File: src/sv/hrlp_pkg.sv
package hrlp_pkg;

  // Fixed character and length constants of a record line
  localparam logic [7:0] START_CHAR   = 8'h3A;
  localparam int unsigned MIN_LINE    = 11;
  localparam int unsigned WINDOW_HIGH = 13;

  // Record type codes
  localparam logic [7:0] REC_DATA     = 8'h00;
  localparam logic [7:0] REC_EOF      = 8'h01;
  localparam logic [7:0] REC_EXT_ADDR = 8'h04;

  typedef enum logic [3:0] {
    ST_DATA       = 4'd0,
    ST_EXT_ADDR   = 4'd1,
    ST_EOF        = 4'd2,
    ST_BAD_FIRST  = 4'd3,
    ST_NON_HEX    = 4'd4,
    ST_BAD_COUNT  = 4'd5,
    ST_BAD_SUM    = 4'd6,
    ST_BAD_TYPE   = 4'd7,
    ST_BAD_RECORD = 4'd8
  } status_e;

  // Per-line summary handed from the parser to the replay unit
  typedef struct packed {
    status_e     status;
    logic [7:0]  byte_count;
    logic [15:0] load_address;
    logic [7:0]  record_type;
    logic [7:0]  word_count;
    logic        bank;
  } line_sum_t;

  // Word store write port
  typedef struct packed {
    logic        en;
    logic        bank;
    logic [6:0]  idx;
    logic [15:0] data;
  } word_wr_t;

endpackage

File: src/sv/hex_record_line_parser.sv
// Hex record line parser: takes one ASCII character of a record line per
// cycle, flagged last character ends the line. It checks the leading colon,
// hex digits, the line length against the declared byte count and the 8-bit
// checksum, and packs data bytes two to a 16-bit word into a two-bank word
// memory. After the last character it emits one item per packed word (or a
// single item when there are none), each carrying the line status and header.
// Characters are accepted every cycle; the last character of a line is held
// off only while the previous line is still being replayed. Replay reads each
// word through the registered read of the word memory into the output
// register, one read at a time. No clearing pass is needed after reset.
module hex_record_line_parser
  import hrlp_pkg::*;
#(
  parameter int unsigned MAX_LINE_CHARS = 45,
  parameter int unsigned MAX_WORDS      = 8
) (
  input  logic        clk_i,
  input  logic        rst_ni,
  input  logic        in_valid_i,
  output logic        in_stall_o,
  input  logic [7:0]  char_in_i,
  input  logic        line_end_i,
  output logic        out_valid_o,
  input  logic        out_stall_i,
  output logic [3:0]  status_o,
  output logic [7:0]  byte_count_o,
  output logic [15:0] load_address_o,
  output logic [7:0]  record_type_o,
  output logic [3:0]  word_count_o,
  output logic [2:0]  word_index_o,
  output logic [15:0] data_word_o,
  output logic        word_valid_o,
  output logic        run_last_o
);

  word_wr_t  wr;
  line_sum_t line_sum;
  logic      sum_load;
  logic      busy;
  logic      accept;

  // Hold the last character while the previous line is still replaying
  assign in_stall_o = line_end_i && busy;
  assign accept     = in_valid_i && !in_stall_o;

  hrlp_parser #(
    .MAX_LINE_CHARS (MAX_LINE_CHARS),
    .MAX_WORDS      (MAX_WORDS)
  ) u_parser (
    .clk_i      (clk_i),
    .rst_ni     (rst_ni),
    .accept_i   (accept),
    .char_in_i  (char_in_i),
    .line_end_i (line_end_i),
    .wr_o       (wr),
    .sum_load_o (sum_load),
    .sum_o      (line_sum)
  );

  hrlp_replay #(
    .MAX_WORDS (MAX_WORDS)
  ) u_replay (
    .clk_i          (clk_i),
    .rst_ni         (rst_ni),
    .wr_i           (wr),
    .sum_load_i     (sum_load),
    .sum_i          (line_sum),
    .busy_o         (busy),
    .out_valid_o    (out_valid_o),
    .out_stall_i    (out_stall_i),
    .status_o       (status_o),
    .byte_count_o   (byte_count_o),
    .load_address_o (load_address_o),
    .record_type_o  (record_type_o),
    .word_count_o   (word_count_o),
    .word_index_o   (word_index_o),
    .data_word_o    (data_word_o),
    .word_valid_o   (word_valid_o),
    .run_last_o     (run_last_o)
  );

endmodule

File: src/sv/hrlp_parser.sv
module hrlp_parser
  import hrlp_pkg::*;
#(
  parameter int unsigned MAX_LINE_CHARS = 45,
  parameter int unsigned MAX_WORDS      = 8
) (
  input  logic      clk_i,
  input  logic      rst_ni,
  input  logic      accept_i,
  input  logic [7:0] char_in_i,
  input  logic      line_end_i,
  output word_wr_t  wr_o,
  output logic      sum_load_o,
  output line_sum_t sum_o
);

  localparam int unsigned POS_W = $clog2(MAX_LINE_CHARS + 2);
  localparam int unsigned CMP_W = (((POS_W + 1) > 10) ? (POS_W + 1) : 10) + 1;
  localparam int unsigned CNT_W = $clog2(MAX_WORDS + 1);

  logic [POS_W-1:0] pos_q, pos_d;
  logic             fb_q, fb_d;
  logic             nh_q, nh_d;
  logic [3:0]       nib_q, nib_d;
  logic [7:0]       hi_q, hi_d;
  logic [7:0]       count_q, count_d;
  logic [15:0]      addr_q, addr_d;
  logic [7:0]       type_q, type_d;
  logic [7:0]       sum_q, sum_d;
  logic [CNT_W-1:0] wp_q, wp_d;
  logic             bank_q, bank_d;

  logic [3:0]       nib_c;
  logic             hex_ok_c;
  logic [7:0]       byte_c;
  logic [CMP_W-1:0] k_c, d_c, w_c, len_c, lo_c, hi_lim_c;
  logic             show_hdr_c, show_words_c;
  status_e          status_c;

  function automatic logic [4:0] hex_decode(input logic [7:0] c);
    logic [4:0] r;
    r = 5'd0;
    if (c >= 8'h30 && c <= 8'h39) begin
      r = {1'b1, 4'(c - 8'h30)};
    end else if (c >= 8'h41 && c <= 8'h46) begin
      r = {1'b1, 4'(c - 8'h37)};
    end else if (c >= 8'h61 && c <= 8'h66) begin
      r = {1'b1, 4'(c - 8'h57)};
    end
    return r;
  endfunction

  assign {hex_ok_c, nib_c} = hex_decode(char_in_i);
  assign byte_c = {nib_q, nib_c};
  assign k_c    = CMP_W'((pos_q - POS_W'(2)) >> 1);
  assign d_c    = k_c - CMP_W'(4);
  assign w_c    = d_c >> 1;

  // Decode one character, then close the line on its last character
  always_comb begin
    pos_d   = pos_q;
    fb_d    = fb_q;
    nh_d    = nh_q;
    nib_d   = nib_q;
    hi_d    = hi_q;
    count_d = count_q;
    addr_d  = addr_q;
    type_d  = type_q;
    sum_d   = sum_q;
    wp_d    = wp_q;
    bank_d  = bank_q;
    wr_o    = '0;

    if (accept_i) begin
      if (pos_q == '0) begin
        fb_d = (char_in_i != START_CHAR);
      end else begin
        if (!hex_ok_c) nh_d = 1'b1;
        if (pos_q <= POS_W'(MAX_LINE_CHARS)) begin
          if (pos_q[0]) begin
            nib_d = nib_c;
          end else begin
            priority if (k_c == CMP_W'(0)) begin
              count_d = byte_c;
            end else if (k_c == CMP_W'(1)) begin
              addr_d[15:8] = byte_c;
            end else if (k_c == CMP_W'(2)) begin
              addr_d[7:0] = byte_c;
            end else if (k_c == CMP_W'(3)) begin
              type_d = byte_c;
            end else begin
              // Pack data bytes that fit the store, drop the rest
              if (d_c < CMP_W'(count_q) && w_c < CMP_W'(MAX_WORDS)) begin
                if (!d_c[0]) begin
                  hi_d = byte_c;
                end else begin
                  wr_o.en   = 1'b1;
                  wr_o.bank = bank_q;
                  wr_o.idx  = 7'(w_c);
                  wr_o.data = {hi_q, byte_c};
                  wp_d      = CNT_W'(w_c + CMP_W'(1));
                end
              end
            end
            if (k_c <= CMP_W'(count_d) + CMP_W'(4)) sum_d = sum_q + byte_c;
          end
        end
      end
      if (pos_q != POS_W'(MAX_LINE_CHARS + 1)) pos_d = pos_q + POS_W'(1);
    end

    // Judge the line from the updated state
    len_c        = CMP_W'(pos_q) + CMP_W'(1);
    lo_c         = CMP_W'(MIN_LINE) + CMP_W'({count_d, 1'b0});
    hi_lim_c     = CMP_W'(WINDOW_HIGH) + CMP_W'({count_d, 1'b0});
    show_hdr_c   = 1'b1;
    show_words_c = 1'b1;
    priority if (fb_d) begin
      status_c = ST_BAD_FIRST; show_hdr_c = 1'b0; show_words_c = 1'b0;
    end else if (nh_d) begin
      status_c = ST_NON_HEX; show_hdr_c = 1'b0; show_words_c = 1'b0;
    end else if (len_c < CMP_W'(MIN_LINE) || len_c > CMP_W'(MAX_LINE_CHARS)) begin
      status_c = ST_BAD_COUNT; show_hdr_c = 1'b0; show_words_c = 1'b0;
    end else if (len_c < lo_c || len_c > hi_lim_c) begin
      status_c = ST_BAD_COUNT; show_words_c = 1'b0;
    end else if (sum_d != 8'd0) begin
      status_c = ST_BAD_SUM;
    end else if (type_d == REC_DATA && count_d != 8'd0) begin
      status_c = ST_DATA;
    end else if (type_d == REC_EXT_ADDR && count_d == 8'd2) begin
      status_c = ST_EXT_ADDR;
    end else if (type_d == REC_EOF && count_d == 8'd0) begin
      status_c = ST_EOF;
    end else if (type_d != REC_DATA && type_d != REC_EOF && type_d != REC_EXT_ADDR) begin
      status_c = ST_BAD_TYPE;
    end else begin
      status_c = ST_BAD_RECORD;
    end

    sum_o.status       = status_c;
    sum_o.byte_count   = show_hdr_c ? count_d : 8'd0;
    sum_o.load_address = show_hdr_c ? addr_d : 16'd0;
    sum_o.record_type  = show_hdr_c ? type_d : 8'd0;
    sum_o.word_count   = show_words_c ? 8'(wp_d) : 8'd0;
    sum_o.bank         = bank_q;
    sum_load_o         = accept_i && line_end_i;

    // Clear line state and flip the word bank after the last character
    if (accept_i && line_end_i) begin
      pos_d   = '0;
      fb_d    = 1'b0;
      nh_d    = 1'b0;
      nib_d   = 4'd0;
      hi_d    = 8'd0;
      count_d = 8'd0;
      addr_d  = 16'd0;
      type_d  = 8'd0;
      sum_d   = 8'd0;
      wp_d    = '0;
      bank_d  = !bank_q;
    end
  end

  always_ff @(posedge clk_i or negedge rst_ni) begin
    if (!rst_ni) begin
      pos_q   <= '0;
      fb_q    <= 1'b0;
      nh_q    <= 1'b0;
      nib_q   <= 4'd0;
      hi_q    <= 8'd0;
      count_q <= 8'd0;
      addr_q  <= 16'd0;
      type_q  <= 8'd0;
      sum_q   <= 8'd0;
      wp_q    <= '0;
      bank_q  <= 1'b0;
    end else begin
      pos_q   <= pos_d;
      fb_q    <= fb_d;
      nh_q    <= nh_d;
      nib_q   <= nib_d;
      hi_q    <= hi_d;
      count_q <= count_d;
      addr_q  <= addr_d;
      type_q  <= type_d;
      sum_q   <= sum_d;
      wp_q    <= wp_d;
      bank_q  <= bank_d;
    end
  end

  assert property (@(posedge clk_i) disable iff (!rst_ni)
    wr_o.en |-> accept_i && pos_q[0] == 1'b0)
    else $error("word write outside a data byte");
  assert property (@(posedge clk_i) disable iff (!rst_ni)
    sum_load_o |=> pos_q == '0 && wp_q == '0)
    else $error("line state not cleared after line end");
  assert property (@(posedge clk_i) disable iff (!rst_ni)
    sum_load_o |=> bank_q != $past(bank_q))
    else $error("word bank did not flip at line end");

endmodule

File: src/sv/hrlp_replay.sv
module hrlp_replay
  import hrlp_pkg::*;
#(
  parameter int unsigned MAX_WORDS = 8
) (
  input  logic        clk_i,
  input  logic        rst_ni,
  input  word_wr_t    wr_i,
  input  logic        sum_load_i,
  input  line_sum_t   sum_i,
  output logic        busy_o,
  output logic        out_valid_o,
  input  logic        out_stall_i,
  output logic [3:0]  status_o,
  output logic [7:0]  byte_count_o,
  output logic [15:0] load_address_o,
  output logic [7:0]  record_type_o,
  output logic [3:0]  word_count_o,
  output logic [2:0]  word_index_o,
  output logic [15:0] data_word_o,
  output logic        word_valid_o,
  output logic        run_last_o
);

  localparam int unsigned IDX_W = (MAX_WORDS > 1) ? $clog2(MAX_WORDS) : 1;
  localparam int unsigned CNT_W = $clog2(MAX_WORDS + 1);
  localparam int unsigned DEPTH = 2 ** (IDX_W + 1);

  logic [15:0]      mem [DEPTH];
  logic [15:0]      rdata_q;

  line_sum_t        sum_q;
  logic             busy_q;
  logic [CNT_W-1:0] idx_q;
  logic             rd_pend_q;
  logic [CNT_W-1:0] rd_idx_q;

  logic             out_vld_q;
  status_e          out_status_q;
  logic [7:0]       out_count_q;
  logic [15:0]      out_addr_q;
  logic [7:0]       out_type_q;
  logic [3:0]       out_wcount_q;
  logic [2:0]       out_widx_q;
  logic [15:0]      out_data_q;
  logic             out_wvalid_q;
  logic             out_last_q;

  logic [CNT_W-1:0] nw_c, nres_c;
  logic             take_c, issue_c, last_c;

  assign nw_c    = CNT_W'(sum_q.word_count);
  assign nres_c  = (nw_c == '0) ? CNT_W'(1) : nw_c;
  assign take_c  = out_vld_q && !out_stall_i;
  // Issue a read only when the output register is free by the time data returns
  assign issue_c = busy_q && (idx_q < nres_c) && !rd_pend_q && (!out_vld_q || take_c);
  assign last_c  = (rd_idx_q + CNT_W'(1)) == nres_c;

  // Word store: parser writes one bank while the other is replayed
  always_ff @(posedge clk_i) begin
    if (wr_i.en) begin
      mem[{wr_i.bank, wr_i.idx[IDX_W-1:0]}] <= wr_i.data;
    end
    if (issue_c) begin
      rdata_q <= mem[{sum_q.bank, idx_q[IDX_W-1:0]}];
    end
  end

  // Hold the line summary and step through its words
  always_ff @(posedge clk_i or negedge rst_ni) begin
    if (!rst_ni) begin
      busy_q    <= 1'b0;
      idx_q     <= '0;
      rd_pend_q <= 1'b0;
      rd_idx_q  <= '0;
    end else begin
      if (sum_load_i) begin
        busy_q <= 1'b1;
        idx_q  <= '0;
      end else if (issue_c) begin
        idx_q <= idx_q + CNT_W'(1);
      end
      if (issue_c) begin
        rd_pend_q <= 1'b1;
        rd_idx_q  <= idx_q;
      end else if (rd_pend_q) begin
        rd_pend_q <= 1'b0;
        if (last_c) busy_q <= 1'b0;
      end
    end
  end

  always_ff @(posedge clk_i) begin
    if (sum_load_i) sum_q <= sum_i;
  end

  // Output register: load on read return, drop when taken
  always_ff @(posedge clk_i or negedge rst_ni) begin
    if (!rst_ni) begin
      out_vld_q <= 1'b0;
    end else if (rd_pend_q) begin
      out_vld_q <= 1'b1;
    end else if (take_c) begin
      out_vld_q <= 1'b0;
    end
  end

  always_ff @(posedge clk_i) begin
    if (rd_pend_q) begin
      out_status_q <= sum_q.status;
      out_count_q  <= sum_q.byte_count;
      out_addr_q   <= sum_q.load_address;
      out_type_q   <= sum_q.record_type;
      out_wcount_q <= 4'(nw_c);
      out_widx_q   <= 3'(rd_idx_q);
      out_data_q   <= (nw_c != '0) ? rdata_q : 16'd0;
      out_wvalid_q <= (nw_c != '0);
      out_last_q   <= last_c;
    end
  end

  assign busy_o         = busy_q;
  assign out_valid_o    = out_vld_q;
  assign status_o       = out_status_q;
  assign byte_count_o   = out_count_q;
  assign load_address_o = out_addr_q;
  assign record_type_o  = out_type_q;
  assign word_count_o   = out_wcount_q;
  assign word_index_o   = out_widx_q;
  assign data_word_o    = out_data_q;
  assign word_valid_o   = out_wvalid_q;
  assign run_last_o     = out_last_q;

  assert property (@(posedge clk_i) disable iff (!rst_ni)
    rd_pend_q |-> !out_vld_q || !out_stall_i || $past(!out_vld_q))
    else $error("read returned into an occupied output register");
  assert property (@(posedge clk_i) disable iff (!rst_ni)
    sum_load_i |-> !busy_q)
    else $error("line summary loaded while replay busy");
  assert property (@(posedge clk_i) disable iff (!rst_ni)
    issue_c |-> idx_q < nres_c)
    else $error("word read past the end of the line");
  assert property (@(posedge clk_i) disable iff (!rst_ni)
    rd_pend_q && last_c |=> !busy_q)
    else $error("replay stayed busy after its last word");

endmodule

File: config.mk
export PLATFORM = sky130hd
export DESIGN_NAME = hex_record_line_parser
export DESIGN_NICKNAME = d
export VERILOG_FILES = /design/src/sv/hrlp_pkg.sv /design/src/sv/hex_record_line_parser.sv /design/src/sv/hrlp_parser.sv /design/src/sv/hrlp_replay.sv
export SDC_FILE = /design/constraint.sdc
export NUM_CORES = 1
export LEC_CHECK = 0
export ABC_AREA = 1
export BUFFER_PORTS_ARGS = -buffer_cell sky130_fd_sc_hd__buf_2
export CORE_MARGIN = 1.5
export CORE_UTILIZATION = 32
export CTS_CLUSTER_SIZE = 8
export DETAILED_ROUTE_END_ITERATION = 8
export MAX_ROUTING_LAYER = met4
export PLACE_DENSITY_LB_ADDON = 0.25
export SLEW_MARGIN = 20
export SYNTH_ARGS = -nofsm -noshare
export SYNTH_HDL_FRONTEND = slang
export SYNTH_SLANG_ARGS = --single-unit
File: constraint.sdc
create_clock -name clk_i -period 9.8 [get_ports clk_i]
set_input_delay 2.94 -clock clk_i [delete_from_list [all_inputs] [get_ports clk_i]]
set_output_delay 2.94 -clock clk_i [all_outputs]
set_load 0.02 [all_outputs]
==> run_summary.xml, run 1 <==
<?xml version="1.0" encoding="UTF-8"?>
<metrics>
  <group name="place">
    <metric name="portBuffers" unit="">75</metric>
    <metric name="place_hpwl" unit="µm">29450</metric>
    <metric name="numPlacedInstances" unit="">2494</metric>
    <metric name="routability_congestion_estimate" unit="">0.8588</metric>
  </group>
  <group name="critical_path">
    <metric name="crit_fanout" unit="">10</metric>
    <metric name="r2r-end" unit="">u_replay.sum_q[42]</metric>
    <metric name="worstReg2RegStart" unit="">u_parser.pos_q[1]</metric>
    <metric name="crit_path_end_kind" unit="">flop</metric>
    <metric name="critPathMaxStageDelay" unit="ns">0.43</metric>
    <metric name="reg2reg_setup_slack" unit="ns">3.93</metric>
    <metric name="critPathArrivalTime" unit="ns">7.03</metric>
    <metric name="critical_path.n_buffers_inverters" unit="">4</metric>
    <metric name="cp_common_cell" unit="">sky130_fd_sc_hd__nand2_1</metric>
    <metric name="crit_family" unit="">simple AND/OR/NAND/NOR gates</metric>
    <metric name="r2r.worst_path.cells" unit="">26</metric>
    <metric name="req_time_crit_path" unit="ns">10.13</metric>
    <metric name="critical_path.slowest_cell" unit="">sky130_fd_sc_hd__a21oi_2</metric>
    <metric name="crit_type" unit="">primary input to flop</metric>
    <metric name="start_kind" unit="">primary input</metric>
  </group>
  <group name="timing">
    <metric name="tns" unit="ns">0</metric>
    <metric name="skew" unit="ns">0.02775</metric>
    <metric name="max_freq" unit="MHz">149.3</metric>
    <metric name="unrepaired_setup_endpoints_after_global_routing" unit="">false</metric>
    <metric name="worstMarginPinSlew" unit="ns">1.112</metric>
    <metric name="final-setup-viol-count" unit="">0</metric>
    <metric name="timing_max_transition_violations_final" unit="">0</metric>
    <metric name="period_needed" unit="ns">6.699</metric>
    <metric name="period_share" unit="">0.6836</metric>
    <metric name="finalHoldViolations" unit="">0</metric>
    <metric name="worst_slew_slack_as_a_fraction_of_its_limit" unit="">0.2589</metric>
  </group>
  <group name="cts">
    <metric name="cts.sink_count" unit="">450</metric>
    <metric name="cts_tree" unit="">done</metric>
    <metric name="cts.repair_timing.setup_buffer_count" unit="">0</metric>
    <metric name="cts_root_buf" unit="">sky130_fd_sc_hd__clkbuf_16</metric>
    <metric name="cts_hold_buf" unit="">0</metric>
    <metric name="clk_transition_reported_paths" unit="ns">0.05</metric>
    <metric name="cts_max_level" unit="">3</metric>
    <metric name="worstSkewPairLatency" unit="ns">0.60</metric>
    <metric name="numCtsBuffers" unit="">67</metric>
    <metric name="bufs_on_longest_clock_path" unit="">3</metric>
    <metric name="cts_repair_resize_count" unit="">0</metric>
  </group>
  <group name="die">
    <metric name="io_pins" unit="">76</metric>
    <metric name="core_region_area" unit="µm²">60470</metric>
    <metric name="floorplan.die.height" unit="µm">250.6</metric>
    <metric name="initial_utilization" unit="">0.3244</metric>
    <metric name="die-area" unit="µm²">62800</metric>
    <metric name="die_width" unit="µm">250.6</metric>
    <metric name="standard_cell_row_count" unit="">90</metric>
  </group>
  <group name="grt">
    <metric name="pin_count_of_the_biggest_net_entering_global_routing" unit="">106</metric>
    <metric name="initial_antenna_violation_count" unit="">0</metric>
    <metric name="grt_busiest_layer" unit="">met2</metric>
    <metric name="grt_overflow_total" unit="">0</metric>
    <metric name="groute.layer.met2.usage" unit="">0.2590</metric>
    <metric name="global_route_wire_length_before_repair" unit="µm">77820</metric>
    <metric name="grt_util_all_layers" unit="">0.1670</metric>
    <metric name="groute.layer.met3.usage" unit="">0.03346</metric>
    <metric name="globalRouteMet1Util" unit="">0.2235</metric>
    <metric name="first_global_vias" unit="">12910</metric>
  </group>
  <group name="finish">
    <metric name="seqCellArea" unit="µm²">13140</metric>
    <metric name="antenna_cells" unit="">0</metric>
    <metric name="nets" unit="">1861</metric>
    <metric name="area_growth_syn_to_layout" unit="%">16.60</metric>
    <metric name="final_cell_count_no_fill" unit="">2596</metric>
    <metric name="multiInputGateArea" unit="µm²">5719</metric>
    <metric name="fraction_of_layout_instances_using_a_drive_strength_above_1" unit="">0.1356</metric>
    <metric name="final_common_cell" unit="">sky130_fd_sc_hd__edfxtp_1</metric>
    <metric name="mostFrequentLayoutCells" unit="">374 x sky130_fd_sc_hd__edfxtp_1, 284 x sky130_fd_sc_hd__nor2_1, 188 x sky130_fd_sc_hd__nand2_1</metric>
    <metric name="fillerInstances" unit="">5809</metric>
  </group>
  <group name="yosys">
    <metric name="ys.flop_type" unit="">sky130_fd_sc_hd__edfxtp_1</metric>
    <metric name="post_synth_edffs" unit="">374</metric>
    <metric name="avgSynthCellArea" unit="µm²">11.68</metric>
    <metric name="synthCells" unit="">1679</metric>
    <metric name="synth_area" unit="µm²">19620</metric>
    <metric name="yosysUniqueCellTypes" unit="">54</metric>
    <metric name="proportion_of_synthesized_chip_area_in_sequential_cells" unit="">0.6694</metric>
    <metric name="synth_nets" unit="">1758</metric>
    <metric name="synthArstFlopShare" unit="">0.1689</metric>
    <metric name="synth_seq_cells" unit="">450</metric>
    <metric name="number_of_warnings_printed_during_yosys_synthesis" unit="">0</metric>
  </group>
  <group name="drt">
    <metric name="drt_iter0_drc" unit="">851</metric>
    <metric name="post-route-drc-count" unit="">0</metric>
    <metric name="number_of_detailed_routing_iterations_run_before_antenna_repair" unit="">5</metric>
    <metric name="via_count" unit="">12880</metric>
    <metric name="avgViaCountPerCell" unit="">4.960</metric>
    <metric name="wl" unit="µm">50200</metric>
    <metric name="antenna_violating_nets_post_route" unit="">0</metric>
    <metric name="route.detailed.wl_per_inst" unit="µm">19.34</metric>
  </group>
  <group name="hold_path">
    <metric name="worst_hold_path.endpoint" unit="">u_replay.record_type_o[5]</metric>
    <metric name="hold_class" unit="">flop to flop</metric>
    <metric name="worst_hold_stages" unit="">0</metric>
    <metric name="hold_path_startpoint" unit="">u_replay.sum_q[14]</metric>
  </group>
  <group name="power_and_ir_drop">
    <metric name="vdd_ir_drop_max" unit="mV">0.1688</metric>
    <metric name="power_leakage" unit="nW">8.936</metric>
    <metric name="p_per_area" unit="nW/µm²">308.4</metric>
  </group>
  <group name="job">
    <metric name="maxCapViolCount" unit="">0</metric>
  </group>
  <group name="run_status">
    <metric name="status" unit="">finished, final reports clean</metric>
  </group>
</metrics>
==> metal layers <==
metal	wire length, µm	vias to the layer above
li1	-	6130
met1	23380	6340
met5	0	-
met4	924	0
met2	23450	327
met3	2439	79
==> power breakdown <==
group	internal [mW]	switching [mW]	leakage [nW]
Sequential	2.36	0.161	4.68
Combinational	0.774	1.66	3.34
Clock	1.27	0.825	0.920
==> Yosys cell counts (5+ instances only) <==
master,n,area (µm²)
sky130_fd_sc_hd__edfxtp_1,374,11230
sky130_fd_sc_hd__nor2_1,291,1092
sky130_fd_sc_hd__nand2_1,188,705.7
sky130_fd_sc_hd__o21ai_0,176,880.8
sky130_fd_sc_hd__inv_1,121,454.2
sky130_fd_sc_hd__dfrtp_1,76,1902
sky130_fd_sc_hd__ha_1,65,813.3
sky130_fd_sc_hd__clkbuf_1,63,236.5
sky130_fd_sc_hd__nand3_1,62,310.3
sky130_fd_sc_hd__o221ai_1,49,429.2
sky130_fd_sc_hd__a21oi_1,21,105.1
sky130_fd_sc_hd__o22ai_1,21,131.4
sky130_fd_sc_hd__xor2_1,21,183.9
sky130_fd_sc_hd__o211ai_1,19,142.6
sky130_fd_sc_hd__inv_2,12,45.04
sky130_fd_sc_hd__o21ai_1,12,60.06
sky130_fd_sc_hd__nand2_2,11,68.82
sky130_fd_sc_hd__nand4_1,10,62.56
sky130_fd_sc_hd__o21ai_2,9,78.83
sky130_fd_sc_hd__xnor2_1,8,70.07
sky130_fd_sc_hd__buf_1,5,18.77
sky130_fd_sc_hd__nand3b_1,5,37.54
sky130_fd_sc_hd__nor2_2,5,31.28
sky130_fd_sc_hd__nor3_1,5,25.02
==> through the flow <==
step / power [mW] / worst slack [ns] / instance area, µm² / util / hold WS, ns
2_1_floorplan: 4.295 / 3.465 / 19620 / - / 0.4003
6_report: 7.055 / 3.101 / 22870 / 0.3783 / 0.4048
5_1_grt: 7.550 / 2.731 / 22870 / 0.3783 / 0.4184
4_1_cts: 7.136 / 3.166 / 22850 / 0.3779 / 0.4065
3_5_place_dp: 5.005 / 2.528 / 20920 / 0.3460 / 0.4045
3_3_place_gp: 4.966 / 2.717 / 20920 / 0.3459 / 0.4004
==> area by class of cell <==
type	count	share of cell area
clock inverters	7	0.005798
well taps	782	0.04277
multi-input cells	1024	0.2500
repair buffers	105	0.02636
clock buffers	94	0.07860
inverters	134	0.02210
flip-flops and latches	450	0.5743
==> worst max path at each step <==
stage          cells past startpoint         start                  to
6_report                          27  char_in_i[1]  u_replay.sum_q[42]
5_1_grt                           27  char_in_i[1]  u_replay.sum_q[42]
4_1_cts                           27  char_in_i[1]  u_replay.sum_q[42]
3_5_place_dp                      27  char_in_i[1]  u_replay.sum_q[42]
3_3_place_gp                      27  char_in_i[1]  u_replay.sum_q[43]
2_1_floorplan                     26  char_in_i[1]  u_replay.sum_q[42]
==> registers in the layout, indices dropped and copies added (netlist names), 3 cells and up <==
signal	count
u_replay.nw_c	4
u_replay.load_address_o	16
u_parser.hi_q	8
u_replay.word_count_o	4
u_replay.status_o	4
u_replay.rd_idx_q	4
u_parser.count_q	8
u_parser.addr_q	16
u_replay.record_type_o	8
u_parser.nib_q	4
u_replay.word_index_o	3
u_parser.pos_q	6
u_parser.type_q	8
u_parser.wp_q	4
u_replay.idx_q	4
u_replay.data_word_o	16
u_replay.sum_q	37
u_replay.rdata_q	16
u_parser.sum_q	8
u_replay.byte_count_o	8
u_replay.mem	256
==> cell families (layout without fill, tap and decap cells) <==
kind of cell / after synthesis / after routing / share of synthesized area
AND/OR/NAND/NOR: 601 / 601 / 0.1327
adder cells (fa/ha/maj): 66 / 66 / 0.04248
buffers and inverters: 205 / 340 / 0.04037
XOR/XNOR: 29 / 29 / 0.01295
multiplexers: 3 / 3 / 0.001531
AO/OA/AOI/OAI: 325 / 325 / 0.1006
flip-flops: 450 / 450 / 0.6694
Note: power is estimated with default switching activity, not from simulation.
==> inputs of run 2 (changes only) <==
==> constraint.sdc (replaced) <==
create_clock -name clk_i -period 6.6 [get_ports clk_i]
set_input_delay 1.98 -clock clk_i [delete_from_list [all_inputs] [get_ports clk_i]]
set_output_delay 1.98 -clock clk_i [all_outputs]
set_load 0.02 [all_outputs]
==> run_summary.xml, run 2 (same netlist as run 1, synthesis figures left out) <==
<?xml version="1.0" encoding="UTF-8"?>
<metrics>
  <group name="run_status">
    <metric name="status" unit="">finished, final reports clean</metric>
  </group>
  <group name="hold_path">
    <metric name="hold_class" unit="">flop to flop</metric>
    <metric name="worst_hold_path.endpoint" unit="">u_replay.record_type_o[5]</metric>
    <metric name="hold_path_startpoint" unit="">u_replay.sum_q[14]</metric>
    <metric name="worst_hold_stages" unit="">0</metric>
  </group>
  <group name="finish">
    <metric name="fillerInstances" unit="">5806</metric>
    <metric name="final_common_cell" unit="">sky130_fd_sc_hd__edfxtp_1</metric>
    <metric name="post-route-cell-area" unit="µm²">22980</metric>
    <metric name="largest_reg_flops" unit="">256</metric>
    <metric name="fraction_of_layout_instances_using_a_drive_strength_above_1" unit="">0.1365</metric>
    <metric name="area_growth_syn_to_layout" unit="%">17.12</metric>
    <metric name="final_cell_count_no_fill" unit="">2606</metric>
    <metric name="layout.core_utilization" unit="">0.3800</metric>
    <metric name="antenna_cells" unit="">0</metric>
    <metric name="nets" unit="">1871</metric>
    <metric name="mostFrequentLayoutCells" unit="">374 x sky130_fd_sc_hd__edfxtp_1, 291 x sky130_fd_sc_hd__nor2_1, 188 x sky130_fd_sc_hd__nand2_1</metric>
  </group>
  <group name="drt">
    <metric name="number_of_detailed_routing_iterations_run_before_antenna_repair" unit="">5</metric>
    <metric name="route.detailed.wl_per_inst" unit="µm">19.32</metric>
    <metric name="via_count" unit="">12940</metric>
    <metric name="avgViaCountPerCell" unit="">4.967</metric>
    <metric name="drt_iter0_drc" unit="">864</metric>
    <metric name="wl" unit="µm">50350</metric>
    <metric name="antenna_violating_nets_post_route" unit="">0</metric>
    <metric name="post-route-drc-count" unit="">0</metric>
  </group>
  <group name="timing">
    <metric name="skew" unit="ns">0.02308</metric>
    <metric name="worst_slew_slack_as_a_fraction_of_its_limit" unit="">0.2683</metric>
    <metric name="max_freq" unit="MHz">179.5</metric>
    <metric name="worstMarginPinSlew" unit="ns">1.096</metric>
    <metric name="hold_ws" unit="ns">0.4140</metric>
    <metric name="finalHoldViolations" unit="">0</metric>
    <metric name="unrepaired_setup_endpoints_after_global_routing" unit="">false</metric>
    <metric name="tns" unit="ns">0</metric>
    <metric name="period_share" unit="">0.8443</metric>
    <metric name="final-setup-viol-count" unit="">0</metric>
    <metric name="period_needed" unit="ns">5.572</metric>
    <metric name="timing_max_transition_violations_final" unit="">0</metric>
    <metric name="timing.final.ws_setup" unit="ns">1.028</metric>
  </group>
  <group name="power_and_ir_drop">
    <metric name="total_power" unit="mW">10.59</metric>
    <metric name="power_leakage" unit="nW">9.007</metric>
    <metric name="vdd_ir_drop_max" unit="mV">0.2269</metric>
    <metric name="p_per_area" unit="nW/µm²">461.1</metric>
  </group>
  <group name="die">
    <metric name="die-area" unit="µm²">62800</metric>
    <metric name="core_region_area" unit="µm²">60470</metric>
    <metric name="die_width" unit="µm">250.6</metric>
    <metric name="standard_cell_row_count" unit="">90</metric>
    <metric name="io_pins" unit="">76</metric>
    <metric name="floorplan.die.height" unit="µm">250.6</metric>
    <metric name="initial_utilization" unit="">0.3244</metric>
  </group>
  <group name="grt">
    <metric name="global_route_wire_length_before_repair" unit="µm">78120</metric>
    <metric name="initial_antenna_violation_count" unit="">0</metric>
    <metric name="grt_overflow_total" unit="">0</metric>
    <metric name="grt_util_all_layers" unit="">0.1679</metric>
    <metric name="first_global_vias" unit="">12980</metric>
    <metric name="pin_count_of_the_biggest_net_entering_global_routing" unit="">77</metric>
  </group>
  <group name="critical_path">
    <metric name="critical_path.slowest_cell" unit="">sky130_fd_sc_hd__a21oi_2</metric>
    <metric name="worstReg2RegStart" unit="">u_parser.pos_q[1]</metric>
    <metric name="r2r-end" unit="">u_replay.sum_q[42]</metric>
    <metric name="reg2reg_setup_slack" unit="ns">1.13</metric>
    <metric name="req_time_crit_path" unit="ns">6.93</metric>
    <metric name="cp_common_cell" unit="">sky130_fd_sc_hd__nand2_1</metric>
    <metric name="critPathArrivalTime" unit="ns">5.90</metric>
    <metric name="crit_type" unit="">primary input to flop</metric>
    <metric name="crit_fanout" unit="">10</metric>
    <metric name="critPathMaxStageDelay" unit="ns">0.42</metric>
    <metric name="r2r.worst_path.cells" unit="">27</metric>
    <metric name="start_kind" unit="">primary input</metric>
    <metric name="crit_path_end_kind" unit="">flop</metric>
  </group>
  <group name="job">
    <metric name="maxCapViolCount" unit="">0</metric>
  </group>
  <group name="place">
    <metric name="numPlacedInstances" unit="">2504</metric>
    <metric name="dpl_worst_slack" unit="ns">0.4405</metric>
    <metric name="portBuffers" unit="">75</metric>
    <metric name="place_hpwl" unit="µm">29980</metric>
    <metric name="routability_congestion_estimate" unit="">0.8479</metric>
    <metric name="placed_cell_area" unit="µm²">21040</metric>
  </group>
  <group name="cts">
    <metric name="numCtsBuffers" unit="">67</metric>
    <metric name="cts_tree" unit="">done</metric>
    <metric name="cts.repair_timing.setup_buffer_count" unit="">0</metric>
    <metric name="cts_max_level" unit="">3</metric>
    <metric name="cts.sink_count" unit="">450</metric>
    <metric name="cts_hold_buf" unit="">0</metric>
    <metric name="worstSkewPairLatency" unit="ns">0.59</metric>
    <metric name="cts_repair_resize_count" unit="">0</metric>
    <metric name="clk_transition_reported_paths" unit="ns">0.05</metric>
    <metric name="bufs_on_longest_clock_path" unit="">3</metric>
    <metric name="cts_root_buf" unit="">sky130_fd_sc_hd__clkbuf_16</metric>
  </group>
</metrics>
-- run 2: cell count changes in the layout (fill, tap and decap cells not counted), sizes merged --
cell,previous run,this run
buf,105,115
bufinv,0,2
clkinv,9,3
clkinvlp,1,0
inv,131,136
-- run 2: worst max-delay path: cells and delay by family --
| kind | cells | cell delay (ns) |
|---|---|---|
| AOI/OAI and AO/OA | 2 | 0.56 |
| adders and majority gates | 3 | 0.73 |
| buffers and inverters | 3 | 0.27 |
| and+or+nand+nor | 17 | 2.18 |
| xor gates and xnor gates | 1 | 0.15 |
-- run 2: cell type report --
type	instances	area [µm²]	area share
flip-flops and latches	450	13140	0.5718
multi-input cells	1024	5702	0.2482
clock buffers	94	1798	0.07825
well taps	782	978.4	0.04259
repair buffers	115	728.2	0.03169
inverters	134	505.5	0.02200
clock inverters	7	126.4	0.005500
-- run 2: how the worst max path moves through the flow --
| stage | start | endpoint | slack, ns |
|---|---|---|---|
| 3_5_place_dp | char_in_i[0] | u_replay.sum_q[42] | 0.44 |
| 4_1_cts | char_in_i[0] | u_replay.sum_q[42] | 1.07 |
| 5_1_grt | char_in_i[0] | u_replay.sum_q[42] | 0.60 |
| 6_report | char_in_i[0] | u_replay.sum_q[42] | 1.03 |
| 3_3_place_gp | char_in_i[0] | u_replay.sum_q[42] | 0.65 |
| 2_1_floorplan | char_in_i[1] | u_replay.sum_q[42] | 1.23 |
-- run 2: where the power goes --
part | leakage [nW] | switching, mW | internal (mW)
clock network | 0.931 | 1.22 | 1.96
registers | 4.68 | 0.226 | 3.49
logic | 3.40 | 2.51 | 1.19
total | 9.01 | 3.96 | 6.64
-- run 2: metal layers --
metal	vias to the layer above	part of all wire	wire, µm	global-route usage
li1	6150	-	-	-
met1	6346	0.46	23320	0.2236
met2	357	0.46	23270	0.2633
met3	91	0.051	2581	0.02795
met4	0	0.024	1187	0.05074
met5	-	0	0	-
